===== config.mk =====
export PLATFORM = sky130hd
export DESIGN_NAME = marked_entry_eviction_queue_top
export DESIGN_NICKNAME = d
export VERILOG_FILES = /design/src/meeq_pkg.sv /design/src/marked_entry_eviction_queue_top.sv /design/src/meeq_cell.sv
export SDC_FILE = /design/constraint.sdc
export NUM_CORES = 2
export LEC_CHECK = 0
export BUFFER_PORTS_ARGS = -buffer_cell sky130_fd_sc_hd__buf_2
export CAP_MARGIN = 10
export CORE_UTILIZATION = 55
export DETAILED_ROUTE_END_ITERATION = 16
export PLACE_DENSITY = 0.81
export SLEW_MARGIN = 40
export SYNTH_ARGS = -nofsm -noshare
export SYNTH_HDL_FRONTEND = slang
export SYNTH_SLANG_ARGS = --single-unit
export TNS_END_PERCENT = 5

===== constraint.sdc =====
create_clock -name clk -period 8.16 [get_ports clk]
set_input_delay 0.408 -clock clk [delete_from_list [all_inputs] [get_ports clk]]
set_output_delay 0.408 -clock clk [all_outputs]
set_load 0.1 [all_outputs]

===== src/meeq_pkg.sv =====
`timescale 1ns / 1ps
`default_nettype none

package meeq_pkg;

	localparam int QUEUE_DEPTH = 16;
	localparam int ENTRY_WIDTH = 64;
	localparam int IDX_W       = $clog2(QUEUE_DEPTH);
	localparam int CNT_W       = $clog2(QUEUE_DEPTH + 1);

	typedef logic [ENTRY_WIDTH-1:0] entry_t;

	typedef enum logic [1:0] {
		MODE_ENQUEUE = 2'd0,
		MODE_READ    = 2'd1,
		MODE_PIN     = 2'd2,
		MODE_CLEAR   = 2'd3
	} mode_t;

	typedef enum logic {
		STATUS_OK        = 1'b0,
		STATUS_BAD_POS   = 1'b1
	} status_t;

	// per-cell update controls, resolved in priority: load over shift over pin
	typedef struct packed {
		logic load_en;
		logic shift_en;
		logic pin_en;
	} cell_ctrl_t;

endpackage : meeq_pkg

`default_nettype wire


===== src/marked_entry_eviction_queue_top.sv =====
// A word taken with start high gives its result with done high
//   in the next cycle.
// Throughput: one word per cycle; busy stays low, and the queue cells update together.
// Reset: arst_n low clears the fill count and done; cell contents stay undefined.
// The receiver cannot stall: every result is shown for exactly one cycle.
`timescale 1ns / 1ps
`default_nettype none

module marked_entry_eviction_queue_top (
	input  wire         clk,
	input  wire         arst_n,
	input  wire         start,
	output logic        busy,
	input  wire  [1:0]  mode,
	input  wire  [3:0]  position,
	input  wire  [63:0] entry_data,
	input  wire         pin_flag,
	output logic        done,
	output logic        evicted,
	output logic [3:0]  evicted_position,
	output logic [63:0] read_entry,
	output logic        read_pinned,
	output logic        status,
	output logic [4:0]  fill_count
);
	import meeq_pkg::*;

	// Storage is a row of cells, position 0 holding the oldest word. Each cell
	// passes a flag to its right neighbor that says the first unpinned entry has
	// been seen at or before it; on an eviction every cell from the victim onward
	// takes its right neighbor's contents, so the gap closes on the edge that writes the new word.

	logic [CNT_W-1:0] count_q;

	entry_t           cell_data  [QUEUE_DEPTH];
	logic             cell_pin   [QUEUE_DEPTH];
	logic             cell_found [QUEUE_DEPTH+1];
	cell_ctrl_t       cell_ctrl  [QUEUE_DEPTH];

	mode_t            op;
	logic             go;
	logic             full;
	logic             pos_ok;
	logic             evict;
	logic             all_pinned;
	logic [IDX_W-1:0] pos_idx;
	logic [IDX_W-1:0] victim;
	logic [CNT_W-1:0] count_d;
	entry_t           wr_data;

	logic             done_q;
	logic             evicted_q;
	logic [IDX_W-1:0] evpos_q;
	entry_t           rd_data_q;
	logic             rd_pin_q;
	logic             status_q;
	logic [CNT_W-1:0] fill_q;

	assign op         = mode_t'(mode);
	assign go         = start & ~busy;
	assign busy       = 1'b0;
	assign pos_idx    = position[IDX_W-1:0];
	assign full       = (count_q == CNT_W'(QUEUE_DEPTH));
	assign pos_ok     = ({1'b0, pos_idx} < count_q);
	assign evict      = go & (op == MODE_ENQUEUE) & full;
	assign all_pinned = ~cell_found[QUEUE_DEPTH];
	assign wr_data    = entry_data[ENTRY_WIDTH-1:0];
	assign cell_found[0] = 1'b0;

	genvar gi;
	generate
		for (gi = 0; gi < QUEUE_DEPTH; gi++) begin : g_cell
			entry_t nxt_data;
			logic   nxt_pin;
			logic   at_tail;

			// last cell has no right neighbor; it always loads on an eviction
			if (gi == QUEUE_DEPTH - 1) begin : g_last
				assign nxt_data = '0;
				assign nxt_pin  = 1'b0;
			end else begin : g_mid
				assign nxt_data = cell_data[gi+1];
				assign nxt_pin  = cell_pin[gi+1];
			end

			assign at_tail = (count_q == CNT_W'(gi));

			always_comb begin
				cell_ctrl[gi].load_en  = go & (op == MODE_ENQUEUE) &
					((~full & at_tail) | (full & (gi == QUEUE_DEPTH - 1)));
				cell_ctrl[gi].shift_en = evict & (cell_found[gi+1] | all_pinned);
				cell_ctrl[gi].pin_en   = go & (op == MODE_PIN) & pos_ok &
					(pos_idx == IDX_W'(gi));
			end

			meeq_cell u_cell (
				.clk       (clk),
				.ctrl      (cell_ctrl[gi]),
				.new_data  (wr_data),
				.new_pin   (pin_flag),
				.nxt_data  (nxt_data),
				.nxt_pin   (nxt_pin),
				.found_in  (cell_found[gi]),
				.data      (cell_data[gi]),
				.pin       (cell_pin[gi]),
				.found_out (cell_found[gi+1])
			);
		end
	endgenerate

	// Victim is the one cell where the flag rises; none rising means all pinned,
	// and the head goes.
	always_comb begin
		victim = '0;
		for (int i = 0; i < QUEUE_DEPTH; i++) begin
			if (cell_found[i+1] & ~cell_found[i])
				victim = victim | IDX_W'(i);
		end
	end

	// Fill count after the operation: eviction and append cancel when full.
	always_comb begin
		count_d = count_q;
		case (op)
			MODE_ENQUEUE: begin
				if (!full)
					count_d = count_q + CNT_W'(1);
			end
			MODE_CLEAR:   count_d = '0;
			default:      count_d = count_q;
		endcase
	end

	always_ff @(posedge clk or negedge arst_n) begin
		if (!arst_n) begin
			count_q <= '0;
			done_q  <= 1'b0;
		end else begin
			done_q <= go;
			if (go)
				count_q <= count_d;
		end
	end

	// Result word, held in registers with no reset; done qualifies them.
	always_ff @(posedge clk) begin
		if (go) begin
			evicted_q <= evict;
			evpos_q   <= evict ? victim : '0;
			rd_data_q <= '0;
			rd_pin_q  <= 1'b0;
			status_q  <= STATUS_OK;
			fill_q    <= count_d;
			case (op)
				MODE_READ: begin
					if (pos_ok) begin
						rd_data_q <= cell_data[pos_idx];
						rd_pin_q  <= cell_pin[pos_idx];
					end else begin
						status_q  <= STATUS_BAD_POS;
					end
				end
				MODE_PIN: begin
					if (!pos_ok)
						status_q <= STATUS_BAD_POS;
				end
				default: begin
				end
			endcase
		end
	end

	assign done             = done_q;
	assign evicted          = evicted_q;
	assign evicted_position = 4'(evpos_q);
	assign read_entry       = 64'(rd_data_q);
	assign read_pinned      = rd_pin_q;
	assign status           = status_q;
	assign fill_count       = 5'(fill_q);

	// Check that each accepted word raises done in the next cycle.
	a_done_follows: assert property (@(posedge clk) disable iff (!arst_n)
		go |=> done)
		else $error("missing result strobe");

	a_count_bound: assert property (@(posedge clk) disable iff (!arst_n)
		count_q <= CNT_W'(QUEUE_DEPTH))
		else $error("fill count beyond depth");

	a_evict_full: assert property (@(posedge clk) disable iff (!arst_n)
		(done && evicted) |-> (fill_count == 5'(QUEUE_DEPTH) && status == STATUS_OK))
		else $error("eviction without full queue");

	a_err_zero: assert property (@(posedge clk) disable iff (!arst_n)
		(done && status) |-> (read_entry == '0 && !read_pinned && !evicted))
		else $error("error result carries data");

endmodule : marked_entry_eviction_queue_top

`default_nettype wire


===== src/meeq_cell.sv =====
`timescale 1ns / 1ps
`default_nettype none

module meeq_cell (
	input  wire                  clk,
	input  meeq_pkg::cell_ctrl_t ctrl,
	input  meeq_pkg::entry_t     new_data,
	input  wire                  new_pin,
	input  meeq_pkg::entry_t     nxt_data,
	input  wire                  nxt_pin,
	input  wire                  found_in,
	output meeq_pkg::entry_t     data,
	output logic                 pin,
	output logic                 found_out
);
	import meeq_pkg::*;

	entry_t data_q;
	logic   pin_q;

	// load new word, else take the right neighbor, else rewrite the pin
	always_ff @(posedge clk) begin
		if (ctrl.load_en) begin
			data_q <= new_data;
			pin_q  <= new_pin;
		end else if (ctrl.shift_en) begin
			data_q <= nxt_data;
			pin_q  <= nxt_pin;
		end else if (ctrl.pin_en) begin
			pin_q  <= new_pin;
		end
	end

	// ripple the "first unpinned seen" flag toward the tail
	assign found_out = found_in | ~pin_q;
	assign data      = data_q;
	assign pin       = pin_q;

endmodule : meeq_cell

`default_nettype wire


==> run summary <==
Fmax: 0.2544 GHz
Top FF cell, synth: edfxtp_1
switch share: 0.2261
antenna violations before repair: 14
slew margin rel.: 0.3903
# fillers: 6855
required time of the critical path: 8.48 ns
H-tree Lvls: 3
gr ovfl total: 0
Period Utilization, post-route: 0.4817
clock group share of total power: 0.417
Synth cell types: 60
worst-margin pin slew: 0.9146 ns
Crit-path slowest cell: buf_4
Mapped Avg Cell Area: 17.67 um^2
min-delay worst type: input port to async pin
vias: 31680
ys async rst share: 0.005348
combinational cell fraction of total power: 0.061
insertion delay to the later sink of the worst-skew pair: 0.70 ns
I/O Pins: 152
drt total wl: 147.9 mm
slowest stage delay, CP: 0.73 ns
Final Wtd Congestion: 0.8386
register bit total from synthesis: 1122
CP max FO: 33
CP Class: flop to flop
Final Net Count: 3265
outcome: completed
Root Driver: clkbuf_16
Worst Skew: 0.02235 ns
Vias/cell: 6.939
Pins Over Slew Limit: 0
Synth Net Count: 3201
Final Critical Period: 3.930 ns
vias in the first global route: 33450
Detailed Route Iter0 Violations: 4188
layout overhead on the synthesized area: 10.28%
Max-Cap Viols: 0
Pwr Density: 200.2 mW/mm^2
Core ar.: 0.09885 mm^2
largest net degree at the start of global routing: 103
final setup vio count: 0
first-pass GRT wire length: 219.9 mm
final hold violation count: 0
Syn Inst Count: 3117
CTS Buf Count: 116
drt wl/cell: 32.39 um
First-pass DRT Iterations: 6
die width: 318.4 um
critical-path cell list: inv_1 -> ha_1 -> and4bb_2 -> nand3_4 -> inv_2 -> o21ai_0 -> o21ai_4 -> buf_4 -> buf_4
Overall Power: 12.16 mW
Synth top area share: 0.6086
die footprint: 0.1014 mm^2
dpl hpwl: 81.64 mm
DRT antenna net count: 0
FF/Latch Area: 0.03366 mm^2
peak supply drop: 0.1899 mV
P_sw: 2.749 mW
setup TNS: 0 ns
CTS tree: yes
number of I/O port buffers: 150
clk buf depth: 3
Setup Buffers After CTS: 0
crit path DAT: 4.25 ns
critical path's most frequent cell: buf_4
Lkg Pwr: 19.76 nW
# resized after CTS: 0
Sinks on Clock Net: 1122
Hold Slack: 0.06587 ns
Seq pwr share: 0.522
gr usage total: 0.2922
row count: 115
RSZ-0062 raised after global routing: false
Die Ht: 318.4 um
largest area contributor in the netlist: edfxtp_1
CP Launch Type: flop
internal power: 9.409 mW
DR DRC count: 0
layout cells sized above 1: 0.4907
top cells by area, synth: edfxtp_1 61%, mux2_2 19%, mux4_2 11%
Yosys warning total: 0
Worst-path clk slew: 0.06 ns
Multi-input gate area: 0.02005 mm^2
Initial Util: 0.5570
post-synthesis cell area: 0.05506 mm^2
post-synthesis sequential area ratio: 0.6113
number of synthesized flops with an enable pin: 1116
Critical Path Sink Type: flop
repair_timing:
action | 4_1_cts | 5_1_grt
endpoints found under the setup margin | 0 | 0
hold endpoints to repair | 6 | 0
hold buffers | 1 | 0
path summary, 6_finish.rpt:
path	from	end	slack, ns	cells after the start
max in group asynchronous	arst_n	count_q[2]	7.95	2
min in group clk	pin_flag	g_cell[15].u_cell.pin	0.10	1
hold reg to reg	g_cell[5].u_cell.data[36]	g_cell[4].u_cell.data[36]	0.57	1
setup reg to reg	count_q[1]	g_cell[10].u_cell.data[11]	4.23	9
setup / recovery	count_q[1]	g_cell[10].u_cell.data[11]	4.23	9
hold / removal	arst_n	count_q[3]	0.07	2
layer usage:
metal  vias up  global-route usage  share of wire
met3       440             0.05266          0.099
met5         -                   0        0.00040
met4        10              0.1113          0.041
met2      2014              0.4984           0.50
li1      12790                   -              -
met1     16430              0.3728           0.36
state kept, by name (all words and copies together) (netlist names), 4 cells and up:
| register | flops |
|---|---|
| g_cell.u_cell.data | 1024 |
| read_entry | 64 |
| g_cell.u_cell.pin | 16 |
| count_q | 5 |
| fill_count | 5 |
| evicted_position | 4 |
metrics by stage:
| step | util | instances | instance area [um^2] | worst slack (ns) |
|---|---|---|---|---|
| 2_1_floorplan | - | 3117 | 55060 | 2.008 |
| 3_3_place_gp | 0.5722 | 4325 | 56570 | 3.895 |
| 3_5_place_dp | 0.5770 | 4345 | 57030 | 4.007 |
| 4_1_cts | 0.6129 | 4554 | 60590 | 4.295 |
| 5_1_grt | 0.6143 | 4566 | 60720 | 4.178 |
| 6_report | 0.6143 | 4566 | 60720 | 4.230 |
cells by family after synthesis:
family,after synthesis,share of synthesized area
adder cells (fa/ha/maj),10,0.002272
flip-flops,1122,0.6113
AO/OA/AOI/OAI,275,0.03345
other,1,0.00006810
AND/OR/NAND/NOR,182,0.01916
buffers and inverters,297,0.02906
multiplexers,1230,0.3046
layout by cell type (no fill, tap or decap), types with 12 or more instances in the layout:
| cell type | instances |
|---|---|
| buf_8 | 12 |
| buf_6 | 24 |
| inv_1 | 13 |
| o21ai_0 | 19 |
| a21oi_1 | 79 |
| buf_4 | 24 |
| clkbuf_1 | 25 |
| mux2_1 | 58 |
| nor2_1 | 12 |
| mux2_2 | 909 |
| mux4_2 | 260 |
| a22oi_1 | 131 |
| clkinv_2 | 21 |
| nand2_1 | 28 |
| and2_1 | 66 |
| edfxtp_1 | 1116 |
| buf_2 | 147 |
| clkinv_1 | 29 |
| clkbuf_16 | 119 |
power groups by stage:
| stage | clock network [mW] | registers [mW] | logic [mW] |
|---|---|---|---|
| detailed placement | 0 | 6.46 | 0.735 |
| floorplan | 0 | 6.59 | 0.377 |
| global placement | 0 | 6.46 | 0.702 |
| CTS | 5.10 | 6.34 | 0.737 |
| finish | 5.07 | 6.34 | 0.745 |
| global route | 5.30 | 6.34 | 0.775 |
cells in the mapped netlist, drive strengths merged (19+ instances only):
library cell	number
mux2	967
inv	19
a22oi	131
clkbuf	106
o21ai	29
nor2	23
and2	68
a21oi	80
nand2	39
edfxtp	1116
mux4	260
buf	172
worst max-delay path, delay by kind of cell (launching register included):
| kind | cells | cell delay [ns] |
|---|---|---|
| AND/OR/NAND/NOR | 2 | 0.50 |
| AO/OA/AOI/OAI | 2 | 0.45 |
| flip-flops | 1 | 0.44 |
| adder cells (fa/ha/maj) | 1 | 0.26 |
| buffers and inverters | 4 | 1.83 |
final cells by class:
| type | count | area share |
|---|---|---|
| multi-input cells | 1698 | 0.3301 |
| inverters | 19 | 0.001339 |
| clock buffers | 143 | 0.05018 |
| flip-flops and latches | 1122 | 0.5544 |
| well taps | 1287 | 0.02652 |
| repair buffers | 224 | 0.02889 |
| clock inverters | 65 | 0.008222 |
| diodes | 8 | 0.0003297 |
Note: power is estimated with default switching activity, not from simulation.
